`config.mk`:
```
export PLATFORM = sky130hd
export DESIGN_NAME = gpw_queue
export DESIGN_NICKNAME = d
export VERILOG_FILES = /design/src/hw/rtl/gpw_pkg.sv /design/src/hw/rtl/gpw_queue.sv
export SDC_FILE = /design/constraint.sdc
export NUM_CORES = 1
export LEC_CHECK = 0
export BUFFER_PORTS_ARGS = -buffer_cell sky130_fd_sc_hd__buf_4
export CORE_MARGIN = 2
export CORE_UTILIZATION = 56
export CTS_CLUSTER_SIZE = 24
export DETAILED_ROUTE_END_ITERATION = 16
export PLACE_DENSITY = 0.9
export SLEW_MARGIN = 20
export SYNTH_ARGS = -nofsm -noshare
export SYNTH_HDL_FRONTEND = slang
export SYNTH_SLANG_ARGS = --single-unit
export TNS_END_PERCENT = 100
```
`constraint.sdc`:
```
create_clock -name clock -period 8.16 [get_ports clock]
set_input_delay 0.408 -clock clock [delete_from_list [all_inputs] [get_ports clock]]
set_output_delay 0.408 -clock clock [all_outputs]
set_load 0.02 [all_outputs]
```
`src/hw/rtl/gpw_pkg.sv`:
```
// Package for the 5x7 glyph pixel writer: payload types, sizes and the font ROM.
// No dependencies; used by every module of the block.
package gpw_pkg;

   localparam int COORD_BITS  = 12;
   localparam int CODE_W      = 8;
   localparam int COLOR_W     = 32;
   localparam int PITCH_W     = 13;
   localparam int INDEX_W     = 25;
   localparam int GLYPH_COLS  = 5;
   localparam int GLYPH_ROWS  = 7;
   localparam int GLYPH_BITS  = GLYPH_COLS * GLYPH_ROWS;
   localparam int ROM_W       = GLYPH_COLS * 8;
   localparam int ROW_W       = $clog2(GLYPH_ROWS);
   localparam int COL_W       = $clog2(GLYPH_COLS);
   localparam int QUEUE_DEPTH = 2;
   localparam int QPTR_W      = (QUEUE_DEPTH > 1) ? $clog2(QUEUE_DEPTH) : 1;
   localparam int QCNT_W      = $clog2(QUEUE_DEPTH + 1);

   localparam logic [CODE_W-1:0]  CODE_FIRST  = 8'h20;
   localparam logic [CODE_W-1:0]  CODE_LAST   = 8'h7A;
   localparam logic [PITCH_W-1:0] PITCH_RESET = 13'd640;

   typedef struct packed {
      logic [CODE_W-1:0]     char_code;
      logic [COORD_BITS-1:0] pos_x;
      logic [COORD_BITS-1:0] pos_y;
      logic [COLOR_W-1:0]    fg_color;
   } gpw_req_type;

   typedef struct packed {
      logic [INDEX_W-1:0] pixel_index;
      logic [COLOR_W-1:0] pixel_color;
      logic               last_write;
   } gpw_rsp_type;

   // bit col*GLYPH_ROWS+row set means a pixel at (col, row)
   typedef struct packed {
      logic [GLYPH_BITS-1:0] glyph;
      logic [COORD_BITS-1:0] pos_x;
      logic [COORD_BITS-1:0] pos_y;
      logic [COLOR_W-1:0]    fg_color;
   } gpw_job_type;

   function automatic logic [GLYPH_BITS-1:0] glyph_bits(input logic [CODE_W-1:0] code);
      logic [ROM_W-1:0]      cols;
      logic [GLYPH_BITS-1:0] bits;
      case (code)
         8'h20: cols = 40'h00_00_00_00_00;
         8'h21: cols = 40'h00_00_5F_00_00;
         8'h22: cols = 40'h00_07_00_07_00;
         8'h23: cols = 40'h14_7F_14_7F_14;
         8'h24: cols = 40'h24_2A_7F_2A_12;
         8'h25: cols = 40'h23_13_08_64_62;
         8'h26: cols = 40'h36_49_55_22_50;
         8'h27: cols = 40'h00_05_03_00_00;
         8'h28: cols = 40'h00_1C_22_41_00;
         8'h29: cols = 40'h00_41_22_1C_00;
         8'h2A: cols = 40'h14_08_3E_08_14;
         8'h2B: cols = 40'h08_08_3E_08_08;
         8'h2C: cols = 40'h00_50_30_00_00;
         8'h2D: cols = 40'h08_08_08_08_08;
         8'h2E: cols = 40'h00_60_60_00_00;
         8'h2F: cols = 40'h20_10_08_04_02;
         8'h30: cols = 40'h3E_51_49_45_3E;
         8'h31: cols = 40'h00_42_7F_40_00;
         8'h32: cols = 40'h42_61_51_49_46;
         8'h33: cols = 40'h21_41_45_4B_31;
         8'h34: cols = 40'h18_14_12_7F_10;
         8'h35: cols = 40'h27_45_45_45_39;
         8'h36: cols = 40'h3C_4A_49_49_30;
         8'h37: cols = 40'h01_71_09_05_03;
         8'h38: cols = 40'h36_49_49_49_36;
         8'h39: cols = 40'h06_49_49_29_1E;
         8'h3A: cols = 40'h00_36_36_00_00;
         8'h3B: cols = 40'h00_56_36_00_00;
         8'h3C: cols = 40'h08_14_22_41_00;
         8'h3D: cols = 40'h14_14_14_14_14;
         8'h3E: cols = 40'h00_41_22_14_08;
         8'h3F: cols = 40'h02_01_51_09_06;
         8'h40: cols = 40'h32_49_79_41_3E;
         8'h41: cols = 40'h7E_11_11_11_7E;
         8'h42: cols = 40'h7F_49_49_49_36;
         8'h43: cols = 40'h3E_41_41_41_22;
         8'h44: cols = 40'h7F_41_41_22_1C;
         8'h45: cols = 40'h7F_49_49_49_41;
         8'h46: cols = 40'h7F_09_09_09_01;
         8'h47: cols = 40'h3E_41_49_49_7A;
         8'h48: cols = 40'h7F_08_08_08_7F;
         8'h49: cols = 40'h00_41_7F_41_00;
         8'h4A: cols = 40'h20_40_41_3F_01;
         8'h4B: cols = 40'h7F_08_14_22_41;
         8'h4C: cols = 40'h7F_40_40_40_40;
         8'h4D: cols = 40'h7F_02_0C_02_7F;
         8'h4E: cols = 40'h7F_04_08_10_7F;
         8'h4F: cols = 40'h3E_41_41_41_3E;
         8'h50: cols = 40'h7F_09_09_09_06;
         8'h51: cols = 40'h3E_41_51_21_5E;
         8'h52: cols = 40'h7F_09_19_29_46;
         8'h53: cols = 40'h46_49_49_49_31;
         8'h54: cols = 40'h01_01_7F_01_01;
         8'h55: cols = 40'h3F_40_40_40_3F;
         8'h56: cols = 40'h1F_20_40_20_1F;
         8'h57: cols = 40'h3F_40_38_40_3F;
         8'h58: cols = 40'h63_14_08_14_63;
         8'h59: cols = 40'h07_08_70_08_07;
         8'h5A: cols = 40'h61_51_49_45_43;
         8'h5B: cols = 40'h00_7F_41_41_00;
         8'h5C: cols = 40'h02_04_08_10_20;
         8'h5D: cols = 40'h00_41_41_7F_00;
         8'h5E: cols = 40'h04_02_01_02_04;
         8'h5F: cols = 40'h40_40_40_40_40;
         8'h60: cols = 40'h00_01_02_04_00;
         8'h61: cols = 40'h20_54_54_54_78;
         8'h62: cols = 40'h7F_48_44_44_38;
         8'h63: cols = 40'h38_44_44_44_20;
         8'h64: cols = 40'h38_44_44_48_7F;
         8'h65: cols = 40'h38_54_54_54_18;
         8'h66: cols = 40'h08_7E_09_01_02;
         8'h67: cols = 40'h0C_52_52_52_3E;
         8'h68: cols = 40'h7F_08_04_04_78;
         8'h69: cols = 40'h00_44_7D_40_00;
         8'h6A: cols = 40'h20_40_44_3D_00;
         8'h6B: cols = 40'h7F_10_28_44_00;
         8'h6C: cols = 40'h00_41_7F_40_00;
         8'h6D: cols = 40'h7C_04_18_04_78;
         8'h6E: cols = 40'h7C_08_04_04_78;
         8'h6F: cols = 40'h38_44_44_44_38;
         8'h70: cols = 40'h7C_14_14_14_08;
         8'h71: cols = 40'h08_14_14_18_7C;
         8'h72: cols = 40'h7C_08_04_04_08;
         8'h73: cols = 40'h48_54_54_54_20;
         8'h74: cols = 40'h04_3F_44_40_20;
         8'h75: cols = 40'h3C_40_40_20_7C;
         8'h76: cols = 40'h1C_20_40_20_1C;
         8'h77: cols = 40'h3C_40_30_40_3C;
         8'h78: cols = 40'h44_28_10_28_44;
         8'h79: cols = 40'h0C_50_50_50_3C;
         8'h7A: cols = 40'h44_64_54_4C_44;
         default: cols = '0;
      endcase
      for (int c = 0; c < GLYPH_COLS; c++) begin
         bits[c*GLYPH_ROWS +: GLYPH_ROWS] = cols[(GLYPH_COLS-1-c)*8 +: GLYPH_ROWS];
      end
      return bits;
   endfunction

endpackage

```
`src/hw/rtl/gpw_queue.sv`:
```
// Short job queue between front and back end.
// Depends on gpw_pkg.
module gpw_queue (
   input  logic                 clock,
   input  logic                 reset,
   input  logic                 push,
   input  gpw_pkg::gpw_job_type push_job,
   output logic                 full,
   input  logic                 pop,
   output logic                 not_empty,
   output gpw_pkg::gpw_job_type pop_job
);

   gpw_pkg::gpw_job_type             entry_ff [gpw_pkg::QUEUE_DEPTH];
   logic [gpw_pkg::QPTR_W-1:0]       wr_ptr_ff, wr_ptr_in;
   logic [gpw_pkg::QPTR_W-1:0]       rd_ptr_ff, rd_ptr_in;
   logic [gpw_pkg::QCNT_W-1:0]       count_ff, count_in;

   localparam logic [gpw_pkg::QPTR_W-1:0] PTR_LAST = gpw_pkg::QPTR_W'(gpw_pkg::QUEUE_DEPTH - 1);
   localparam logic [gpw_pkg::QCNT_W-1:0] CNT_FULL = gpw_pkg::QCNT_W'(gpw_pkg::QUEUE_DEPTH);

   assign full      = (count_ff == CNT_FULL);
   assign not_empty = (count_ff != '0);
   assign pop_job   = entry_ff[rd_ptr_ff];

   always_comb begin
      wr_ptr_in = wr_ptr_ff;
      rd_ptr_in = rd_ptr_ff;
      count_in  = count_ff;
      if (push) begin
         wr_ptr_in = (wr_ptr_ff == PTR_LAST) ? '0 : wr_ptr_ff + 1'b1;
      end
      if (pop) begin
         rd_ptr_in = (rd_ptr_ff == PTR_LAST) ? '0 : rd_ptr_ff + 1'b1;
      end
      if (push && !pop) begin
         count_in = count_ff + 1'b1;
      end else if (pop && !push) begin
         count_in = count_ff - 1'b1;
      end
   end

   always_ff @(posedge clock) begin
      if (reset) begin
         wr_ptr_ff <= '0;
         rd_ptr_ff <= '0;
         count_ff  <= '0;
      end else begin
         wr_ptr_ff <= wr_ptr_in;
         rd_ptr_ff <= rd_ptr_in;
         count_ff  <= count_in;
      end
   end

   always_ff @(posedge clock) begin
      if (push) begin
         entry_ff[wr_ptr_ff] <= push_job;
      end
   end

   a_count_bound: assert property (@(posedge clock) disable iff (reset)
      count_ff <= CNT_FULL)
      else $error("queue count beyond depth");
   a_no_overflow: assert property (@(posedge clock) disable iff (reset)
      full |-> !push)
      else $error("push into full queue");
   a_no_underflow: assert property (@(posedge clock) disable iff (reset)
      pop |-> not_empty)
      else $error("pop from empty queue");

endmodule

```
Word-level counts from Yosys, hierarchy flattened

Memories as Yosys holds them, arrays and structs flattened. A register that Yosys moved wholly into a read port is not among the register bits.
Index checks and enable logic that the tools add are counted.

Word-level logic and storage cells: 23
RAM bits: 182
Flip-flop bits (word level): 4
Memories kept: 1

Memories:

| memory   | words | width | rd ports | clocked after memory_dff | wr ports | line            | source |
|---|---|---|---|---|---|---|---|
| entry_ff | 2     | 91    | 1        | 1                        | 1        | gpw_queue.sv:14 | `gpw_pkg::gpw_job_type entry_ff [gpw_pkg::QUEUE_DEPTH];` |

Reduce and logical (&&, ||, !) cells: 6
Multiplexer cells: 8
$add $sub $neg: 4
Equality and inequality tests: 1

Operator list:

| cell                                              | number |
|---|---|
| two-way mux 1 bit                                 | 6 |
| two-way mux 2 bit                                 | 2 |
| nonzero test 2 bit                                | 2 |
| adder 1 bit (second input constant)               | 2 |
| adder 2 x 1 -> 2 bit (second input constant)      | 1 |
| equality test 2 bit (second input constant)       | 1 |
| logical AND 1 bit                                 | 2 |
| logical NOT 1 bit                                 | 2 |
| subtractor 2 x 1 -> 2 bit (second input constant) | 1 |

Logic depth before layout (Yosys ltp)

Gate-level depths: netlist (run 1).

Depth after elaboration: 4
Mapped depth: 5
Gate-level depth less buffers: 5

Least setup slack after synthesis (run 1)

Ideal clock, no wire load.

Path type: input port to flip-flop
Start point: in push
End point: mem entry_ff[0][0] (netlist bit) (enable)
Setup slack: 3232 ps
Stages: 1
Required time: 7608 ps
Data arrival time: 4376 ps
Cell sequence: nor2b_1

Longest elaborated chain between the ends: 2

RTL lines:

| what                                    | line            | source |
|---|---|---|
| start: declaration                      | gpw_queue.sv:6  | `input logic push,` |
| two-way mux 1 bit                       | gpw_queue.sv:56 | `if (push) begin` |
| two-way mux 1 bit (implied by the code) | gpw_queue.sv:57 | `entry_ff[wr_ptr_ff] <= push_job;` |
| end: declaration                        | gpw_queue.sv:14 |  |

No other way between the ends.

==> impl_metrics.ini, run 1 <==
[detailed_routing]
wirelength_um = 12400
vias = 3468
dr.first_iter.drc_count = 294
drtAntennaViolNets = 0
wl_per_cell_um = 18.6
vias_per_cell = 5.22
dr.pass1.iters = 5
drc = 0

[logic_synthesis]
synth_fp_nets = 401
synth_xor_area_share_pct = 0.515
yosys.area.top_type = edfxtp_1
synth_seq_cells = 187
synth_top_family_by_area = multiplexers
synthMuxAreaShare_pct = 15.0
synth_top_cells_by_area = edfxtp_1 80%, mux2_2 15%, buf_6 1.5%
synthDistinctLibCells = 17
syn_inst = 305
syn-cell-area_mm2 = 0.00681
netlist.area_leader.share_pct = 80.3
yosys.area_share.simple_pct = 0.717
syn_avg_cell_area_um2 = 22.3
yosysWarnings = 0
synth_seq_area_share_pct = 81.7
synth-adder-area-share_pct = 0.184
synth_compound_area_share_pct = 0.147

[layout]
fin_nets = 601
drive_above_1_share_pct = 61.1
fillers = 675
post-route-util_pct = 74.1
diodes = 0
layoutNonFillerInstCount = 664
syn_to_final_growth_pct = 30.2

[sta]
slew_headroom_pct = 50.7
post-route-period-util_pct = 30.4
rsz0062_at_grt = no
setup_viol = 0
finalSetupTns_ns = 0
whs_ns = 0.169
finalClockSkew_ns = 0.00591
fin_crit_ns = 2.48
hold_viol = 0
slew_violations = 0
worstMarginPinSlew_ns = 0.739
max_freq_mhz = 403

[worst_setup_path]
cp.required_ns = 7.75
worstSetupEndpointType = output pin
worstReg2RegStart = wr_ptr_ff
worstPathArrival_ns = 2.07
cp-start-kind = flop
crit_fanout = 46
reg2reg_to = entry_ff[1][32]
r2r_cells = 2
reg2reg_setup_slack_ns = 6.15
worstSetupPathType = reg2out

[power_and_ir_drop]
power_frac_seq_pct = 53.1
p_leak_nw = 3.32
peakVddDrop_v = 0.000170
p_total_mw = 2.15
p_sw_share_pct = 23.3
p_sw_mw = 0.503
internal-power_mw = 1.65
p_per_area_mw_per_mm2 = 243
p_comb_share_pct = 14.1
clkPwrFrac_pct = 32.8

[floorplan]
core_mm2 = 0.0120
die_h_um = 114
start_util_pct = 56.9
ios = 188
dieArea_mm2 = 0.0131
fp-row-count = 40
die_w_um = 114

[clocking]
htree_levels = 4
cts.clk_slew.worst_paths_ns = 0.06
ctsHoldBuffers = 0
cts_buffers = 17
post-cts-setup-buffers = 0
cts_buffer_depth = 2
cts_root_buf = clkbuf_16
cts_sinks = 187
cts_tree = built
cts_resized = 0
clk_latency_ns = 0.42

[global_route]
grt_pass1_wl_um = 18400
antenna_found_initial = 0
grt_max_degree = 58
track_usage_pct = 19.3
overflow = 0
grt_pass1_vias = 3712

[hold_path]
min_path_type = in2reg
min_path_cells = 1
hold_start = push_job[29]
min_to = entry_ff[0][29]

[place]
io_buffers = 187
dp.cells = 633
gp_congestion = 0.692
dp_hpwl_um = 8270

[job]
maxCapViolCount = 0

[run_status]
status = complete, no violations
[power by group through the flow]
stage | registers (mW) | logic [mW] | clock network, mW
after global routing | 1.15 | 0.323 | 0.750
after detailed placement | 1.17 | 0.305 | 0
after CTS | 1.15 | 0.308 | 0.720
after global placement | 1.17 | 0.288 | 0
after floorplan | 1.16 | 0.178 | 0
final | 1.14 | 0.304 | 0.706
[stage by stage]
| step | worst slack, ns | area, um^2 |
|---|---|---|
| after floorplan | 3.23 | 6810 |
| after global placement | 5.97 | 8320 |
| after detailed placement | 5.95 | 8350 |
| after CTS | 5.65 | 8860 |
| after global routing | 5.59 | 8860 |
| final | 5.68 | 8860 |
[layout make-up]
type                    instances  area [um^2]  area share [%]
clock inverters                13         81.3           0.918
repair buffers                191         1450            16.4
clock buffers                  18          429            4.84
inverters                       1         3.75          0.0424
flip-flops and latches        187         5570            62.8
well taps                     147          184            2.08
multi-input cells             107         1140            12.9
[how the worst max path moves through the flow]
stage / start / endpoint / depth (start not counted)
detailed placement: push / entry_ff[0][86] / 3
global route: flop / pop_job[67] / 3
finish: flop / pop_job[11] / 3
global placement: push / entry_ff[0][71] / 3
CTS: flop / pop_job[72] / 3
floorplan: push / entry_ff[0][0] / 1
[synth_stat cells]
cell        n
buf_6       9
and2_1      1
nor2_1      4
o21ai_0     1
nor2b_1     1
xnor2_1     2
mux2_2     91
a21oi_1     1
xor2_1      2
ha_1        1
inv_1       1
and2b_2     1
or2_2       1
or3_1       1
dfxtp_1     5
edfxtp_1  182
buf_4       1
[state kept, by name, indices dropped and copies added (netlist names), named ones only]
register / count
wr_ptr_ff: 1
count_ff: 2
rd_ptr_ff: 1
entry_ff: 182
[routing by layer]
layer | up-vias | track usage, % | routed length [um]
met2 | 147 | 34.2 | 6720
met4 | 0 | 8.70 | 208
li1 | 1599 | - | -
met1 | 1703 | 21.1 | 4510
met3 | 19 | 6.09 | 945
met5 | - | 0 | 0
[cell families after synthesis]
group	count (synthesis)
buf+inv	11
compound gates	2
simple gates	9
mux	91
flops	187
xor+xnor	4
fa+ha+maj	1
[worst max-delay path, cell delays in order, from the launching register on]
cell and delay [ns]:
dfxtp_4 0.75, buf_16 0.30, mux2_2 0.38, buf_4 0.16
[cell usage in the layout, fill, tap and decap left out, drive strengths merged]
cell type	count
o21ai	1
edfxtp	182
ha	1
buf	191
or2	1
nor2b	1
inv	1
a21oi	1
nor2	4
and2	1
mux2	91
or3	1
clkinv	9
dfxtp	5
clkinvlp	4
xor2	2
xnor2	2
clkbuf	18
and2b	1
No activity file was read; power rests on OpenSTA's default activity.
==> run 2, diff against run 1 <==
--- a/config.mk
+++ b/config.mk
@@ -5,12 +5,13 @@
 export SDC_FILE = /design/constraint.sdc
 export NUM_CORES = 1
 export LEC_CHECK = 0
+export ABC_AREA = 1
 export BUFFER_PORTS_ARGS = -buffer_cell sky130_fd_sc_hd__buf_4
 export CORE_MARGIN = 2
-export CORE_UTILIZATION = 56
+export CORE_UTILIZATION = 47
 export CTS_CLUSTER_SIZE = 24
 export DETAILED_ROUTE_END_ITERATION = 16
-export PLACE_DENSITY = 0.9
+export PLACE_DENSITY = 0.8
 export SLEW_MARGIN = 20
 export SYNTH_ARGS = -nofsm -noshare
 export SYNTH_HDL_FRONTEND = slang
==> constraint.sdc (replaced) <==
create_clock -name clock -period 2.1 [get_ports clock]
set_input_delay 0.105 -clock clock [delete_from_list [all_inputs] [get_ports clock]]
set_output_delay 0.105 -clock clock [all_outputs]
set_load 0.02 [all_outputs]
==> run 2 against run 1 <==
Net effect:
- critical path depth unchanged
- final area increased by 17%
- core utilization decreased by 5.6 points
- combinational power increased to 4.7 times the previous value
- clock-buffer cell count increased by 6
- final cell count increased by 23%
- die area increased by 26%
- total power increased to 4.1 times the previous value
- non-clock buffer count increased by 100
- synthesized cell count increased by 3.6%
- first-iteration DRC count decreased by 14%
- critical path type unchanged
- largest power group unchanged
==> impl_metrics.ini, run 2 <==
[run_status]
status = complete, no violations

[layout]
final_cell_mix = 190 x buf_4, 182 x edfxtp_1, 94 x dlygate4sd3_1, 90 x mux2_4, 17 x clkbuf_16
final_common_cell = buf_4
largest_register_ffs = 182
multiInputGateArea_mm2 = 0.00147
syn_to_final_growth_pct = 43.1
seq_area_mm2 = 0.00557
post-route-util_pct = 68.5
diodes = 0
top_register = entry_ff
top_regs = entry_ff: 182 flops, count_ff: 2 flops
fillers = 956
drive_above_1_share_pct = 50.3
fin_area_mm2 = 0.0104
fin_nets = 713

[clocking]
cts_sinks = 187
cts_root_buf = clkbuf_16
htree_levels = 4
cts_tree = built
cts_buffers = 17
cts.clk_slew.worst_paths_ns = 0.07
clk_latency_ns = 0.42
cts_buffer_depth = 2
post-cts-setup-buffers = 0

[logic_synthesis]
synthDistinctLibCells = 16
ys_async_sr_fraction_pct = 0
synth_top_cells_by_area = edfxtp_1 75%, mux2_4 19%, buf_12 2.5%
synth_edf_count = 182
netlist.area_leader.share_pct = 75.4
synth_common_cells = 182 x edfxtp_1, 90 x mux2_4, 9 x buf_12, 9 x inv_1
synth_flop_cell = edfxtp_1
synth_fp_nets = 412
yosysWarnings = 0
syn-cell-area_mm2 = 0.00725
synth_seq_cells = 187
yosys.area.top_type = edfxtp_1
synth_most_common_cell = edfxtp_1
syn_inst = 316
synth_seq_area_share_pct = 76.8
syn_avg_cell_area_um2 = 22.9

[detailed_routing]
drtAntennaViolNets = 0
wl_met3_um = 628
vias_per_cell = 4.76
wl_met2_um = 7590
dr.pass1.iters = 5
wirelength_um = 14100
wl_met1_um = 5640
vias = 3896
top_layer_used = met4
dr.first_iter.drc_count = 252
wl_per_cell_um = 17.2
drc = 0

[place]
gp_congestion = 0.710
dp_hpwl_um = 8710
io_buffers = 187
dpl-instance-area_mm2 = 0.00887

[sta]
post-route-period-util_pct = 93.1
fin_crit_ns = 1.96
finalClockSkew_ns = 0.00837
rsz0062_at_grt = no
max_freq_mhz = 511
finalSetupTns_ns = 0
slew_headroom_pct = 62.7
setup_viol = 0
slew_violations = 0
hold_viol = 0
worstMarginPinSlew_ns = 0.557

[worst_setup_path]
cp-start-kind = flop
cp.required_ns = 2.00
worstPathArrival_ns = 1.85
crit_fanout = 23
worstSetupPathType = reg2out
worstSetupEndpointType = output pin

[hold_path]
min_path_type = in2reg

[floorplan]
die_h_um = 128
core_mm2 = 0.0151
die_w_um = 128
start_util_pct = 47.8
fp-row-count = 45
dieArea_mm2 = 0.0164
ios = 188

[job]
maxCapViolCount = 0

[global_route]
grt_pass1_wl_um = 21400
grt_pass1_vias = 4175
overflow = 0
antenna_found_initial = 0
grt_max_degree = 66
track_usage_pct = 17.4

[power_and_ir_drop]
p_sw_mw = 1.96
p_comb_share_pct = 16.4
power_frac_seq_pct = 49.9
peakVddDrop_v = 0.000535
clkPwrFrac_pct = 33.8
p_per_area_mw_per_mm2 = 850
internal-power_mw = 6.86
p_sw_share_pct = 22.2
p_leak_nw = 4.13
## run 2: changes by cell type after synthesis, moves of 2 or more
| cell | before | now |
|---|---|---|
| mux2_2 | 91 | 1 |
| buf_12 | 0 | 9 |
| buf_6 | 9 | 1 |
| nand2_1 | 0 | 6 |
| xor2_1 | 2 | 0 |
| inv_1 | 1 | 9 |
| mux2_4 | 0 | 90 |
| nor2_1 | 4 | 6 |
## run 2: kinds of logic (layout without fill, tap and decap cells)
| group | Yosys count | count (layout) | synth area share, % |
|---|---|---|---|
| compound gates | 2 | 2 | 0.138 |
| buf+inv | 19 | 333 | 3.11 |
| fa+ha+maj | 1 | 1 | 0.173 |
| mux | 91 | 91 | 18.8 |
| simple gates | 15 | 15 | 0.846 |
| xor+xnor | 1 | 1 | 0.121 |
| flops | 187 | 187 | 76.8 |
## run 2: power groups by stage
stage,clock (mW),combinational (mW),sequential (mW)
floorplan,0,0.830,4.44
global placement,0,1.28,4.47
detailed placement,0,1.30,4.48
CTS,3.05,1.45,4.40
global route,3.22,1.52,4.41
finish,2.98,1.44,4.40
## run 2: worst paths after layout
| kind | startpoint | endpoint | slack [ns] | depth (start not counted) |
|---|---|---|---|---|
| setup / recovery | flop | pop_job[51] | 0.14 | 3 |
| setup reg to reg | wr_ptr_ff | wr_ptr_ff | 0.26 | 5 |
| hold reg to reg | rd_ptr_ff | rd_ptr_ff | 0.53 | 2 |
| hold / removal | push | count_ff[0] | 0.14 | 3 |
## run 2: layout make-up
cell class                 instances  share of cell area [%]
multi-input combinational        110                    14.1
clock inverter                     8                   0.917
timing repair buffer             291                    24.2
sequential                       187                    53.7
tap                              188                    2.27
inverter                           9                   0.362
clock buffer                      24                    4.36
timing repair inverter             1                  0.0483
## run 2: per-layer routing
metal	GRT usage, %	vias to the layer above
li1	-	1832
met1	20.1	1923
met2	31.0	120
met3	4.67	21
met4	6.92	0
met5	0	-
## run 2: through the flow
stage | total power [mW] | cells | setup slack (ns) | hold slack [ns]
6_report | 8.82 | 818 | 0.144 | 0.139
5_1_grt | 9.15 | 818 | 0.0644 | 0.150
4_1_cts | 8.89 | 817 | 0.0304 | 0.0858
3_5_place_dp | 5.78 | 691 | 0.521 | 0.293
3_3_place_gp | 5.74 | 691 | 0.544 | 0.290
2_1_floorplan | 5.27 | 316 | -0.0256 | 0.177
## run 2: critical path, cell delays in order (launching register included)
cell and delay, ns:
dfxtp_4 0.64, buf_4 0.30, mux2_4 0.32, buf_4 0.16
## run 2: timing repair
action	in CTS	in global routing
gates resized for setup	0	0
hold buffers	94	0
endpoints found under the setup margin	0	1
hold endpoints to repair	186	0
