[config.mk]
export PLATFORM = sky130hd
export DESIGN_NAME = gpw_back
export DESIGN_NICKNAME = d
export VERILOG_FILES = /design/src/hw/rtl/gpw_pkg.sv /design/src/hw/rtl/gpw_back.sv
export SDC_FILE = /design/constraint.sdc
export NUM_CORES = 1
export LEC_CHECK = 0
export ABC_AREA = 1
export BUFFER_PORTS_ARGS = -buffer_cell sky130_fd_sc_hd__buf_2
export CORE_MARGIN = 2
export CORE_UTILIZATION = 35
export CTS_CLUSTER_DIAMETER = 80
export CTS_CLUSTER_SIZE = 8
export DETAILED_ROUTE_END_ITERATION = 7
export SLEW_MARGIN = 15
export SYNTH_ARGS = -nofsm -noshare
export SYNTH_HDL_FRONTEND = slang
export SYNTH_SLANG_ARGS = --single-unit
[constraint.sdc]
create_clock -name clock -period 17.36 [get_ports clock]
set_clock_uncertainty 0.15 [all_clocks]
set_input_delay 3.472 -clock clock [delete_from_list [all_inputs] [get_ports clock]]
set_output_delay 3.472 -clock clock [all_outputs]
set_load 0.02 [all_outputs]
[src/hw/rtl/gpw_pkg.sv]
// Package for the 5x7 glyph pixel writer: payload types, sizes and the font ROM.
// No dependencies; used by every module of the block.
package gpw_pkg;

   localparam int COORD_BITS  = 12;
   localparam int CODE_W      = 8;
   localparam int COLOR_W     = 32;
   localparam int PITCH_W     = 13;
   localparam int INDEX_W     = 25;
   localparam int GLYPH_COLS  = 5;
   localparam int GLYPH_ROWS  = 7;
   localparam int GLYPH_BITS  = GLYPH_COLS * GLYPH_ROWS;
   localparam int ROM_W       = GLYPH_COLS * 8;
   localparam int ROW_W       = $clog2(GLYPH_ROWS);
   localparam int COL_W       = $clog2(GLYPH_COLS);
   localparam int QUEUE_DEPTH = 2;
   localparam int QPTR_W      = (QUEUE_DEPTH > 1) ? $clog2(QUEUE_DEPTH) : 1;
   localparam int QCNT_W      = $clog2(QUEUE_DEPTH + 1);

   localparam logic [CODE_W-1:0]  CODE_FIRST  = 8'h20;
   localparam logic [CODE_W-1:0]  CODE_LAST   = 8'h7A;
   localparam logic [PITCH_W-1:0] PITCH_RESET = 13'd640;

   typedef struct packed {
      logic [CODE_W-1:0]     char_code;
      logic [COORD_BITS-1:0] pos_x;
      logic [COORD_BITS-1:0] pos_y;
      logic [COLOR_W-1:0]    fg_color;
   } gpw_req_type;

   typedef struct packed {
      logic [INDEX_W-1:0] pixel_index;
      logic [COLOR_W-1:0] pixel_color;
      logic               last_write;
   } gpw_rsp_type;

   // bit col*GLYPH_ROWS+row set means a pixel at (col, row)
   typedef struct packed {
      logic [GLYPH_BITS-1:0] glyph;
      logic [COORD_BITS-1:0] pos_x;
      logic [COORD_BITS-1:0] pos_y;
      logic [COLOR_W-1:0]    fg_color;
   } gpw_job_type;

   function automatic logic [GLYPH_BITS-1:0] glyph_bits(input logic [CODE_W-1:0] code);
      logic [ROM_W-1:0]      cols;
      logic [GLYPH_BITS-1:0] bits;
      case (code)
         8'h20: cols = 40'h00_00_00_00_00;
         8'h21: cols = 40'h00_00_5F_00_00;
         8'h22: cols = 40'h00_07_00_07_00;
         8'h23: cols = 40'h14_7F_14_7F_14;
         8'h24: cols = 40'h24_2A_7F_2A_12;
         8'h25: cols = 40'h23_13_08_64_62;
         8'h26: cols = 40'h36_49_55_22_50;
         8'h27: cols = 40'h00_05_03_00_00;
         8'h28: cols = 40'h00_1C_22_41_00;
         8'h29: cols = 40'h00_41_22_1C_00;
         8'h2A: cols = 40'h14_08_3E_08_14;
         8'h2B: cols = 40'h08_08_3E_08_08;
         8'h2C: cols = 40'h00_50_30_00_00;
         8'h2D: cols = 40'h08_08_08_08_08;
         8'h2E: cols = 40'h00_60_60_00_00;
         8'h2F: cols = 40'h20_10_08_04_02;
         8'h30: cols = 40'h3E_51_49_45_3E;
         8'h31: cols = 40'h00_42_7F_40_00;
         8'h32: cols = 40'h42_61_51_49_46;
         8'h33: cols = 40'h21_41_45_4B_31;
         8'h34: cols = 40'h18_14_12_7F_10;
         8'h35: cols = 40'h27_45_45_45_39;
         8'h36: cols = 40'h3C_4A_49_49_30;
         8'h37: cols = 40'h01_71_09_05_03;
         8'h38: cols = 40'h36_49_49_49_36;
         8'h39: cols = 40'h06_49_49_29_1E;
         8'h3A: cols = 40'h00_36_36_00_00;
         8'h3B: cols = 40'h00_56_36_00_00;
         8'h3C: cols = 40'h08_14_22_41_00;
         8'h3D: cols = 40'h14_14_14_14_14;
         8'h3E: cols = 40'h00_41_22_14_08;
         8'h3F: cols = 40'h02_01_51_09_06;
         8'h40: cols = 40'h32_49_79_41_3E;
         8'h41: cols = 40'h7E_11_11_11_7E;
         8'h42: cols = 40'h7F_49_49_49_36;
         8'h43: cols = 40'h3E_41_41_41_22;
         8'h44: cols = 40'h7F_41_41_22_1C;
         8'h45: cols = 40'h7F_49_49_49_41;
         8'h46: cols = 40'h7F_09_09_09_01;
         8'h47: cols = 40'h3E_41_49_49_7A;
         8'h48: cols = 40'h7F_08_08_08_7F;
         8'h49: cols = 40'h00_41_7F_41_00;
         8'h4A: cols = 40'h20_40_41_3F_01;
         8'h4B: cols = 40'h7F_08_14_22_41;
         8'h4C: cols = 40'h7F_40_40_40_40;
         8'h4D: cols = 40'h7F_02_0C_02_7F;
         8'h4E: cols = 40'h7F_04_08_10_7F;
         8'h4F: cols = 40'h3E_41_41_41_3E;
         8'h50: cols = 40'h7F_09_09_09_06;
         8'h51: cols = 40'h3E_41_51_21_5E;
         8'h52: cols = 40'h7F_09_19_29_46;
         8'h53: cols = 40'h46_49_49_49_31;
         8'h54: cols = 40'h01_01_7F_01_01;
         8'h55: cols = 40'h3F_40_40_40_3F;
         8'h56: cols = 40'h1F_20_40_20_1F;
         8'h57: cols = 40'h3F_40_38_40_3F;
         8'h58: cols = 40'h63_14_08_14_63;
         8'h59: cols = 40'h07_08_70_08_07;
         8'h5A: cols = 40'h61_51_49_45_43;
         8'h5B: cols = 40'h00_7F_41_41_00;
         8'h5C: cols = 40'h02_04_08_10_20;
         8'h5D: cols = 40'h00_41_41_7F_00;
         8'h5E: cols = 40'h04_02_01_02_04;
         8'h5F: cols = 40'h40_40_40_40_40;
         8'h60: cols = 40'h00_01_02_04_00;
         8'h61: cols = 40'h20_54_54_54_78;
         8'h62: cols = 40'h7F_48_44_44_38;
         8'h63: cols = 40'h38_44_44_44_20;
         8'h64: cols = 40'h38_44_44_48_7F;
         8'h65: cols = 40'h38_54_54_54_18;
         8'h66: cols = 40'h08_7E_09_01_02;
         8'h67: cols = 40'h0C_52_52_52_3E;
         8'h68: cols = 40'h7F_08_04_04_78;
         8'h69: cols = 40'h00_44_7D_40_00;
         8'h6A: cols = 40'h20_40_44_3D_00;
         8'h6B: cols = 40'h7F_10_28_44_00;
         8'h6C: cols = 40'h00_41_7F_40_00;
         8'h6D: cols = 40'h7C_04_18_04_78;
         8'h6E: cols = 40'h7C_08_04_04_78;
         8'h6F: cols = 40'h38_44_44_44_38;
         8'h70: cols = 40'h7C_14_14_14_08;
         8'h71: cols = 40'h08_14_14_18_7C;
         8'h72: cols = 40'h7C_08_04_04_08;
         8'h73: cols = 40'h48_54_54_54_20;
         8'h74: cols = 40'h04_3F_44_40_20;
         8'h75: cols = 40'h3C_40_40_20_7C;
         8'h76: cols = 40'h1C_20_40_20_1C;
         8'h77: cols = 40'h3C_40_30_40_3C;
         8'h78: cols = 40'h44_28_10_28_44;
         8'h79: cols = 40'h0C_50_50_50_3C;
         8'h7A: cols = 40'h44_64_54_4C_44;
         default: cols = '0;
      endcase
      for (int c = 0; c < GLYPH_COLS; c++) begin
         bits[c*GLYPH_ROWS +: GLYPH_ROWS] = cols[(GLYPH_COLS-1-c)*8 +: GLYPH_ROWS];
      end
      return bits;
   endfunction

endpackage

[src/hw/rtl/gpw_back.sv]
// Back end: walks the glyph bits of one job, computes pixel indexes and
// holds the result register. Depends on gpw_pkg.
module gpw_back (
   input  logic                          clock,
   input  logic                          reset,
   input  logic [gpw_pkg::PITCH_W-1:0]   line_pitch,
   input  logic                          job_valid,
   input  gpw_pkg::gpw_job_type          job,
   output logic                          pop,
   output logic                          rsp_valid,
   input  logic                          rsp_stall,
   output gpw_pkg::gpw_rsp_type          rsp_payload
);

   localparam int YSUM_W = gpw_pkg::COORD_BITS + 1;
   localparam int PROD_W = YSUM_W + gpw_pkg::PITCH_W;
   localparam int WIDE_W = (PROD_W > gpw_pkg::INDEX_W) ? PROD_W : gpw_pkg::INDEX_W;
   localparam logic [gpw_pkg::ROW_W-1:0] ROW_LAST = gpw_pkg::ROW_W'(gpw_pkg::GLYPH_ROWS - 1);

   logic                            busy_ff, busy_in;
   logic [gpw_pkg::GLYPH_BITS-1:0]  bits_ff, bits_in;
   logic [gpw_pkg::ROW_W-1:0]       row_ff, row_in;
   logic [gpw_pkg::COL_W-1:0]       col_ff, col_in;
   gpw_pkg::gpw_job_type            job_ff, job_in;
   logic                            rsp_valid_ff, rsp_valid_in;
   gpw_pkg::gpw_rsp_type            rsp_payload_ff, rsp_payload_in;

   logic              out_free, advance, emit, done;
   logic [YSUM_W-1:0] y_sum;
   logic [WIDE_W-1:0] index_wide;

   assign out_free = !rsp_valid_ff || !rsp_stall;
   assign advance  = busy_ff && (!bits_ff[0] || out_free);
   assign emit     = advance && bits_ff[0];
   assign done     = advance && (bits_ff[gpw_pkg::GLYPH_BITS-1:1] == '0);
   assign pop      = job_valid && (!busy_ff || done);

   assign y_sum      = YSUM_W'(job_ff.pos_y) + YSUM_W'(row_ff);
   assign index_wide = WIDE_W'(y_sum) * WIDE_W'(line_pitch)
                     + WIDE_W'(job_ff.pos_x) + WIDE_W'(col_ff);

   always_comb begin
      busy_in = busy_ff;
      bits_in = bits_ff;
      row_in  = row_ff;
      col_in  = col_ff;
      job_in  = job_ff;
      if (advance) begin
         bits_in = bits_ff >> 1;
         if (row_ff == ROW_LAST) begin
            row_in = '0;
            col_in = col_ff + 1'b1;
         end else begin
            row_in = row_ff + 1'b1;
         end
         if (done) begin
            busy_in = 1'b0;
         end
      end
      if (pop) begin
         busy_in = 1'b1;
         bits_in = job.glyph;
         row_in  = '0;
         col_in  = '0;
         job_in  = job;
      end
   end

   always_comb begin
      rsp_payload_in = rsp_payload_ff;
      if (emit) begin
         rsp_valid_in               = 1'b1;
         rsp_payload_in.pixel_index = index_wide[gpw_pkg::INDEX_W-1:0];
         rsp_payload_in.pixel_color = job_ff.fg_color;
         rsp_payload_in.last_write  = (bits_ff[gpw_pkg::GLYPH_BITS-1:1] == '0);
      end else begin
         rsp_valid_in = rsp_stall ? rsp_valid_ff : 1'b0;
      end
   end

   always_ff @(posedge clock) begin
      if (reset) begin
         busy_ff      <= 1'b0;
         bits_ff      <= '0;
         rsp_valid_ff <= 1'b0;
      end else begin
         busy_ff      <= busy_in;
         bits_ff      <= bits_in;
         rsp_valid_ff <= rsp_valid_in;
      end
   end

   always_ff @(posedge clock) begin
      row_ff         <= row_in;
      col_ff         <= col_in;
      job_ff         <= job_in;
      rsp_payload_ff <= rsp_payload_in;
   end

   assign rsp_valid   = rsp_valid_ff;
   assign rsp_payload = rsp_payload_ff;

   a_busy_bits: assert property (@(posedge clock) disable iff (reset)
      busy_ff |-> (bits_ff != '0))
      else $error("active job with no pixels left");
   a_pos_bound: assert property (@(posedge clock) disable iff (reset)
      busy_ff |-> (col_ff < gpw_pkg::COL_W'(gpw_pkg::GLYPH_COLS)))
      else $error("column walked past glyph");
   a_hold_on_stall: assert property (@(posedge clock) disable iff (reset)
      (busy_ff && !advance) |=> $stable(bits_ff) && busy_ff)
      else $error("walk moved while output blocked");

endmodule

Yosys cells after proc, flatten, opt, wreduce, memory -nomap -nowiden. Index checks and enable logic that the tools add are counted. W data, S select, Z words.

Register bits: 157. Input bits: 108. Output and inout bits: 60. Word-level logic and storage cells: 43.

Reductions and logical operators: 16. Multiplexer cells: 8. Add/subtract/negate cells: 5. $mul: 1. Eq/ne operators: 2.

Operators with widths (number): $mux W35 (2); $logic_not A34 Y1 (1); $add A25 B12 Y25 (1); $add A25 B3 Y25 (1); $mul A13 B13 Y25 (1); $add A12 B3 Y13 (1); $add A3 B1 Y3 const B (2); $mux W1 (5); $logic_and A1 B1 Y1 (4); $logic_not A1 Y1 (4); $reduce_and A2 Y1 (2); $reduce_bool A2 Y1 (2); $eq A3 B3 Y1 const B (1); $logic_or A1 B1 Y1 (3); $mux W3 (1); $ne A2 B1 Y1 const B (1).

Depth between registers and ports, before layout. Gate-level depths: netlist (run 1).

Depth in word-level cells: 9. Gate-level depth with buffers: 35. Depth with buffers taken out: 35.

Least setup slack after synthesis (run 1). Ideal clock, no wire load.

Path kind: input-to-output. From: input rsp_stall. To: output pop. Path slack: 8459 ps. Arrival: 5279 ps. Data required time: 13738 ps. Cell stages on the path: 7. Buffers on the path: 0. Cells stage by stage: nand3_1 > nand2_1 > inv_1 > nand3_1 > nand2_2 > nand2_2 > inv_1.

Word-level cells in the longest chain between the ends: 7.

RTL lines: from (decl) (RTL line gpw_back.sv:11) `input logic rsp_stall,`; $logic_not A1 Y1 (RTL line gpw_back.sv:32) `assign out_free = !rsp_valid_ff || !rsp_stall;`; $logic_or A1 B1 Y1 (RTL line gpw_back.sv:32); $logic_or A1 B1 Y1 (RTL line gpw_back.sv:33) `assign advance = busy_ff && (!bits_ff[0] || out_free);`; $logic_and A1 B1 Y1 (RTL line gpw_back.sv:33); $logic_and A1 B1 Y1 (RTL line gpw_back.sv:35) `assign done = advance && (bits_ff[gpw_pkg::GLYPH_BITS-1:1] == '0);`; $logic_or A1 B1 Y1 (RTL line gpw_back.sv:36) `assign pop = job_valid && (!busy_ff || done);`; $logic_and A1 B1 Y1 (RTL line gpw_back.sv:36); to (decl) (RTL line gpw_back.sv:9) `output logic pop,`.

Every way passes these cells.

Final worst setup path (run 1). Same ends and word-level chain as after synthesis.

==> metrics.csv, run 1 <==
stage,metric,value,unit
outcome,outcome,finished clean,
routing,vias_per_cell,4.83,
yosys,synth_flop_cell,edfxtp_1,
floorplanning,die_h,191,um
yosys,avgSynthCellArea,9.29,um^2
global_routing,grt_overflow,0,
floorplanning,num_io_pins,168,
worst_setup_path,crit_type,input port to primary output,
clock_tree,clkSinkCount,157,
worst_setup_path,crit_required,13740,ps
worst_setup_path,start_kind,input port,
worst_setup_path,cp-end-kind,primary output,
finish,n_antenna_cell,0,
worst_setup_path,path_max_fanout,39,
yosys,async_reset_ff_frac,0,
sta,max_freq,0.112,GHz
finish,utilization,0.410,
global_routing,grt_pass1_wl,49200,um
clock_tree,ctsRootBufferMaster,clkbuf_16,
clock_tree,cts_setup_buffers,0,
finish,finalNetCount,1814,
routing,drc,0,
routing,wirelength,30300,um
yosys,synth_fp_nets,1657,
routing,wl_per_cell,15.5,um
routing,ant_nets,0,
clock_tree,worstSkewPairLatency,430,ps
yosys,synth_edf_count,114,
yosys,ys_ff_latch,157,
clock_tree,cts_tree,yes,
sta,relSlewSlack,0.299,
global_routing,grt_pass1_vias,9548,
clock_tree,htreeDepth,4,
sta,worst_pin_slew,1050,ps
sta,setup_viol,0,
place,gp_congestion,0.917,
place,io_buffers,167,
sta,maxSlewViolCount,0,
yosys,ys.warnings.count,0,
job,maxCapViolations,0,
yosys,synth_area,12300,um^2
global_routing,antenna_found_initial,0,
floorplanning,dieArea,36700,um^2
routing,firstDrtPassIters,5,
place,post-dp-hpwl,23600,um
routing,dr.first_iter.drc_count,695,
clock_tree,numCtsBuffers,17,
sta,fin_crit_sh,0.515,
sta,report.final.hold_viol_count,0,
routing,vias,9417,
clock_tree,cts.path.max_buffers,2,
floorplanning,initial_core_util,0.356,
finish,drive_gt1_frac,0.154,
yosys,synthCells,1325,
yosys,synth.distinct_cells,40,
worst_setup_path,critical_path_arrival,5320,ps
floorplanning,rows,68,
global_routing,grt_usage,0.174,
sta,timing.hold.ws,267,ps
clock_tree,clkTransAtPathRegs,60,ps
global_routing,grt_max_degree,59,
sta,period_needed,8940,ps
finish,syn_to_final_growth,15.0,%
min_path,worstHoldPathType,register to register,
sta,rsz0062_at_grt,false,
yosys,ys_seq_area_frac,0.348,
clock_tree,post_cts_resize_count,0,
sta,fin_setup_tns,0,ps
floorplanning,die_x,191,um
floorplanning,core_area,34500,um^2
clock_tree,cts.hold.buffers_added,0,
routing by layer:
metal  wire length, um  GRT usage  up-vias
li1                  -          -     4490
met1             13500      0.231     4572
met2             14000      0.278      301
met3              1960     0.0349       54
met4               859     0.0675        0
met5                 0          0        -
final cells by class:
class                   count  area (um^2)
well taps                 455          569
clock inverters            15          136
flip-flops and latches    157         4280
multi-input cells         865         6840
inverters                 267         1000
repair buffers            174          888
clock buffers              17          425
fillers                  3522        20400
flip-flops by register name (all words and copies together), names as in the netlist:
signal and cells:
rsp_payload 58, job_ff 56, bits_ff 35, col_ff 3, row_ff 3, busy_ff 1, rsp_valid 1
worst max-delay path, cell delays in order:
cell and delay [ps]:
buf_2 100, nand3_1 80, nand2_1 60, buf_4 370, inv_1 110, nand3_1 110, nand2_2 400, nand2_2 310
inv_2 110, buf_2 170
logic make-up after synthesis:
kind of cell,Yosys count,share of synthesized area
and+or+nand+nor,525,0.182
buffers and inverters,303,0.0957
adders and majority gates,224,0.308
DFF,157,0.348
AOI/OAI and AO/OA,89,0.0458
xor gates and xnor gates,27,0.0198
synthesized netlist by cell type, types with 2 or more instances:
master,count,area [um^2]
nand2_1,239,897
buf_2,7,35.0
nand2_4,4,45.0
nor2_1,150,563
buf_4,2,15.0
clkinv_1,6,22.5
o211ai_1,33,248
nand3_1,96,480
o21bai_1,5,37.5
clkbuf_1,21,78.8
a21oi_1,29,145
nand2_2,3,18.8
nand4_1,13,81.3
xnor2_1,9,78.8
or2_2,2,12.5
a31oi_1,2,12.5
edfxtp_1,114,3420
buf_1,3,11.3
nor2_4,3,33.8
fa_1,132,2640
or2_1,4,25.0
nor3_1,7,35.0
buf_6,3,33.8
dfxtp_1,43,861
inv_1,254,953
o21a_1,3,22.5
inv_2,6,22.5
ha_1,92,1150
xor2_1,17,149
o21ai_0,13,65.1
through the flow:
step	instances	setup slack, ps	instance area [um^2]
finish	1950	8420	14100
global route	1950	8180	14100
CTS	1950	8430	14100
detailed placement	1918	8340	13600
global placement	1918	8360	13600
floorplan	1325	8460	12300
placed cells by master (no fill, tap or decap), types with 5 or more instances in the layout:
| cell type | netlist | final |
|---|---|---|
| a21oi_1 | 29 | 29 |
| buf_2 | 7 | 167 |
| buf_4 | 2 | 7 |
| clkbuf_16 | 0 | 17 |
| clkinv_1 | 6 | 7 |
| dfxtp_1 | 43 | 43 |
| edfxtp_1 | 114 | 114 |
| fa_1 | 132 | 132 |
| ha_1 | 92 | 92 |
| inv_1 | 254 | 252 |
| inv_2 | 6 | 8 |
| nand2_1 | 239 | 239 |
| nand3_1 | 96 | 96 |
| nand4_1 | 13 | 13 |
| nor2_1 | 150 | 150 |
| nor3_1 | 7 | 7 |
| o211ai_1 | 33 | 33 |
| o21ai_0 | 13 | 13 |
| o21bai_1 | 5 | 5 |
| xnor2_1 | 9 | 9 |
| xor2_1 | 17 | 17 |
path summary, 6_finish.rpt:
check | start | to | slack (ps) | cells after the start
min | job_ff[10] | rsp_payload[11] | 270 | 0
min reg2reg | job_ff[10] | rsp_payload[11] | 270 | 0
max | rsp_stall | pop | 8420 | 10
max reg2reg | row_ff[0] | rsp_payload[56] | 9810 | 29
Power of run 1 is not shown: default switching activity piles up to over one toggle a cycle in this logic, so the estimate is an artifact.
==> run 2, diff against run 1 <==
==> constraint.sdc (replaced) <==
create_clock -name clock -period 8.6 [get_ports clock]
set_clock_uncertainty 0.15 [all_clocks]
set_input_delay 1.72 -clock clock [delete_from_list [all_inputs] [get_ports clock]]
set_output_delay 1.72 -clock clock [all_outputs]
set_load 0.02 [all_outputs]
==> run 2 against run 1 <==
Against the previous run:
- cell count barely moved
- register-to-register slack got worse by 8400 ps
- first-iteration DRC count fell by 14%
- wire length rose by 4.3%
- count of clock-buffer cells in the layout did not move
- critical path depth rose by 19
- utilization rose by 0.094 points
- hold slack improved by 0.68 ps
- highest routed layer unchanged
==> metrics.csv, run 2 (synthesized netlist as in run 1, its figures left out) <==
stage,metric,value,unit
finish,final_cell_mix,"252 x inv_1, 239 x nand2_1, 167 x buf_2, 150 x nor2_1, 132 x fa_1",
clock_tree,cts.path.max_buffers,2,
sta,period_needed,7230,ps
finish,seq_area,4280,um^2
finish,largest_reg_flops,58,
worst_setup_path,crit_required,8630,ps
global_routing,antenna_found_initial,0,
floorplanning,initial_core_util,0.356,
job,maxCapViolations,0,
clock_tree,cts.hold.buffers_added,0,
clock_tree,cts_tree,yes,
routing,vias,9360,
global_routing,grt_pass1_vias,9509,
sta,setup_viol,0,
sta,max_freq,0.138,GHz
worst_setup_path,slowest_delay,510,ps
global_routing,grt_usage,0.180,
routing,wl_per_cell,16.2,um
floorplanning,core_area,34500,um^2
floorplanning,die_h,191,um
global_routing,grt_pass1_wl,50800,um
sta,report.final.hold_viol_count,0,
finish,syn_to_final_growth,15.3,%
worst_setup_path,path_max_fanout,8,
routing,ant_nets,0,
min_path,min_from,job_ff[2],
worst_setup_path,start_kind,register,
clock_tree,numCtsBuffers,17,
floorplanning,dieArea,36700,um^2
sta,fin_crit_sh,0.841,
sta,rsz0062_at_grt,false,
place,post-dp-hpwl,25000,um
worst_setup_path,critical_path_arrival,7260,ps
floorplanning,rows,68,
place,gp_congestion,0.935,
routing,dr.first_iter.drc_count,597,
worst_setup_path,crit_type,register to register,
clock_tree,post_cts_resize_count,0,
routing,vias_per_cell,4.80,
finish,layout_commonest_cell,inv_1,
place,io_buffers,167,
finish,drive_gt1_frac,0.153,
floorplanning,die_x,191,um
worst_setup_path,crit_path_start,row_ff[0],
finish,finalNetCount,1814,
clock_tree,worstSkewPairLatency,430,ps
global_routing,grt_overflow,0,
global_routing,grt_max_degree,59,
clock_tree,ctsRootBufferMaster,clkbuf_16,
sta,relSlewSlack,0.315,
min_path,worstHoldPathType,register to register,
sta,fin_setup_tns,0,ps
routing,drc,0,
floorplanning,num_io_pins,168,
clock_tree,htreeDepth,4,
worst_setup_path,cpMaxStageDelayCell,fa_1,
routing,wirelength,31600,um
outcome,outcome,finished clean,
worst_setup_path,cp-end-kind,register,
sta,maxSlewViolCount,0,
finish,n_antenna_cell,0,
clock_tree,clkTransAtPathRegs,70,ps
worst_setup_path,crit_top_cell,fa_1,
clock_tree,cts_setup_buffers,0,
routing,firstDrtPassIters,5,
worst_setup_path,r2r-start,row_ff[0],
finish,multi_input_area,6840,um^2
sta,worst_pin_slew,1020,ps
clock_tree,clkSinkCount,157,
finish,fillers,3486,
## run 2: cell type report
class | instances | share of cell area
Clock buffer | 17 | 0.0300
Clock inverter | 14 | 0.0119
Sequential cell | 157 | 0.302
Multi-Input combinational cell | 865 | 0.482
Inverter | 267 | 0.0708
Timing Repair Buffer | 174 | 0.0626
Tap cell | 455 | 0.0401
## run 2: path summary, 6_finish.rpt
check / end / slack, ps / cells after the start
max: rsp_payload[56] / 1370 / 29
min: rsp_payload[3] / 270 / 0
max reg2reg: rsp_payload[56] / 1370 / 29
min reg2reg: rsp_payload[3] / 270 / 0
## run 2: routing by layer
| layer | track usage | share of wire | vias up |
|---|---|---|---|
| li1 | - | - | 4485 |
| met1 | 0.244 | 0.45 | 4538 |
| met2 | 0.298 | 0.48 | 304 |
| met3 | 0.0297 | 0.056 | 33 |
| met4 | 0.0470 | 0.017 | 0 |
| met5 | 0 | 0 | - |
## run 2: metrics by stage
step / std cells / utilization / setup WS [ps] / hold WS [ps] / cell area, um^2
CTS: 1949 / 0.411 / 1400 / 268 / 14200
finish: 1949 / 0.411 / 1370 / 268 / 14200
global route: 1949 / 0.411 / 781 / 276 / 14200
detailed placement: 1918 / 0.393 / 1280 / 255 / 13600
global placement: 1918 / 0.393 / 1300 / 251 / 13600
floorplan: 1325 / - / 1720 / 250 / 12300
## run 2: worst max-delay path: cells and delay by family (launching register included)
kind	cells	cell delay (ps)
fa+ha+maj	9	3660
compound gates	4	990
buf+inv	8	640
simple gates	7	600
xor+xnor	1	490
flops	1	430
Power of run 2 is left out for the same reason.
==> run 3, diff against run 2 <==
==> constraint.sdc (replaced) <==
create_clock -name clock -period 7.2 [get_ports clock]
set_clock_uncertainty 0.15 [all_clocks]
set_input_delay 1.44 -clock clock [delete_from_list [all_inputs] [get_ports clock]]
set_output_delay 1.44 -clock clock [all_outputs]
set_load 0.02 [all_outputs]
==> run 3 against run 2 <==
Against the previous run:
- worst setup slack got worse by 1000 ps
- count of clock-buffer cells in the layout unchanged
- utilization increased by 0.43 points
- highest routed layer unchanged
==> metrics.csv, run 3 (synthesized netlist as in run 1, its figures left out) <==
stage,metric,value,unit
floorplanning,num_io_pins,168,
sta,worst_pin_slew,1050,ps
worst_setup_path,cpMaxStageDelayCell,fa_1,
place,gp_congestion,0.929,
finish,final_cell_mix,"251 x inv_1, 236 x nand2_1, 167 x buf_2, 146 x nor2_1, 132 x fa_1",
floorplanning,die_h,191,um
global_routing,grt_overflow,0,
finish,layout_commonest_cell,inv_1,
worst_setup_path,crit_required,7240,ps
worst_setup_path,path_max_fanout,7,
finish,instances_no_fill,1961,
finish,largest_reg_flops,58,
worst_setup_path,crit_top_cell,nand2_1,
sta,maxSlewViolCount,0,
finish,multi_input_area,6910,um^2
clock_tree,ctsRootBufferMaster,clkbuf_16,
floorplanning,rows,68,
place,dp.cells,1928,
place,io_buffers,167,
sta,setup_viol,0,
min_path,whs_endpoint,rsp_payload[1],
global_routing,grt_pass1_wl,49700,um
sta,fin_crit_sh,0.948,
sta,period_needed,6830,ps
routing,vias_per_cell,4.83,
finish,seq_area,4290,um^2
min_path,hold_depth,0,
sta,max_freq,0.146,GHz
finish,finalNetCount,1826,
worst_setup_path,critical_path_arrival,6860,ps
global_routing,antenna_found_initial,0,
sta,setup_ws,371,ps
routing,dr.first_iter.drc_count,519,
routing,wl_per_cell,15.8,um
routing,vias,9466,
place,post-dp-hpwl,24800,um
sta,report.final.hold_viol_count,0,
global_routing,grt_usage,0.176,
routing,ant_nets,0,
clock_tree,htreeDepth,4,
worst_setup_path,r2r-start,job_ff[34],
sta,relSlewSlack,0.294,
worst_setup_path,reg2regPathDepth,31,
global_routing,grt_max_degree,40,
outcome,outcome,finished clean,
finish,syn_to_final_growth,16.5,%
job,maxCapViolations,0,
worst_setup_path,cp-end-kind,register,
min_path,min_from,job_ff[0],
floorplanning,die_x,191,um
clock_tree,worstSkewPairLatency,430,ps
clock_tree,cts.path.max_buffers,2,
finish,fillers,3447,
worst_setup_path,start_kind,register,
worst_setup_path,rr_endpoint,rsp_payload[54],
worst_setup_path,crit_type,register to register,
clock_tree,numCtsBuffers,17,
worst_setup_path,r2r_slack,370,ps
global_routing,grt_pass1_vias,9448,
place,pre_cts_ws,181,ps
min_path,worstHoldPathType,register to register,
worst_setup_path,slowest_delay,550,ps
finish,drive_gt1_frac,0.170,
floorplanning,core_area,34500,um^2
clock_tree,cts_tree,yes,
routing,wirelength,31100,um
clock_tree,clkTransAtPathRegs,80,ps
floorplanning,initial_core_util,0.356,
routing,drc,0,
floorplanning,dieArea,36700,um^2
routing,firstDrtPassIters,5,
clock_tree,clkSinkCount,157,
finish,n_antenna_cell,0,
==> run 3: what timing repair did <==
| action | in CTS | in global routing |
|---|---|---|
| endpoints found under the hold margin | 0 | 0 |
| gates resized for setup | 0 | 20 |
| hold buffers | 0 | 0 |
| buffers inserted | 0 | 2 |
| setup endpoints to repair | 0 | 13 |
==> run 3: worst max-delay path by stage <==
stage / from / slack [ps] / to
floorplan: line_pitch[2] / 600 / rsp_payload[54]
global placement: line_pitch[3] / 310 / rsp_payload[57]
detailed placement: row_ff[0] / 180 / rsp_payload[57]
CTS: row_ff[0] / 170 / rsp_payload[57]
global route: row_ff[0] / -1 / rsp_payload[57]
finish: job_ff[34] / 370 / rsp_payload[54]
==> run 3: cell type report <==
type | count | area share
Tap cell | 455 | 0.0397
Clock inverter | 14 | 0.0113
Inverter | 267 | 0.0700
Multi-Input combinational cell | 865 | 0.482
Clock buffer | 17 | 0.0297
Sequential cell | 157 | 0.299
Timing Repair Buffer | 186 | 0.0683
==> run 3: metal layers <==
metal  up-vias  share of wire  GRT usage
li1       4508              -          -
met1      4578           0.44      0.237
met2       341           0.47      0.281
met3        39          0.069     0.0404
met4         0          0.020     0.0527
met5         -              0          0
==> run 3: critical path, delay by kind of cell (launching register included) <==
kind	cells	cell delay (ps)
xor+xnor	1	150
compound gates	1	210
flops	1	390
fa+ha+maj	8	3780
simple gates	14	1520
buf+inv	7	360
==> run 3: metrics by stage <==
step	hold WS, ps	utilization	TNS [ps]	cell area (um^2)
after floorplan	250	-	0	12300
after global placement	250	0.396	0	13700
after detailed placement	255	0.396	0	13700
after CTS	267	0.413	0	14200
after global routing	274	0.415	-1.05	14300
final	258	0.415	0	14300
Power of run 3 is left out for the same reason.
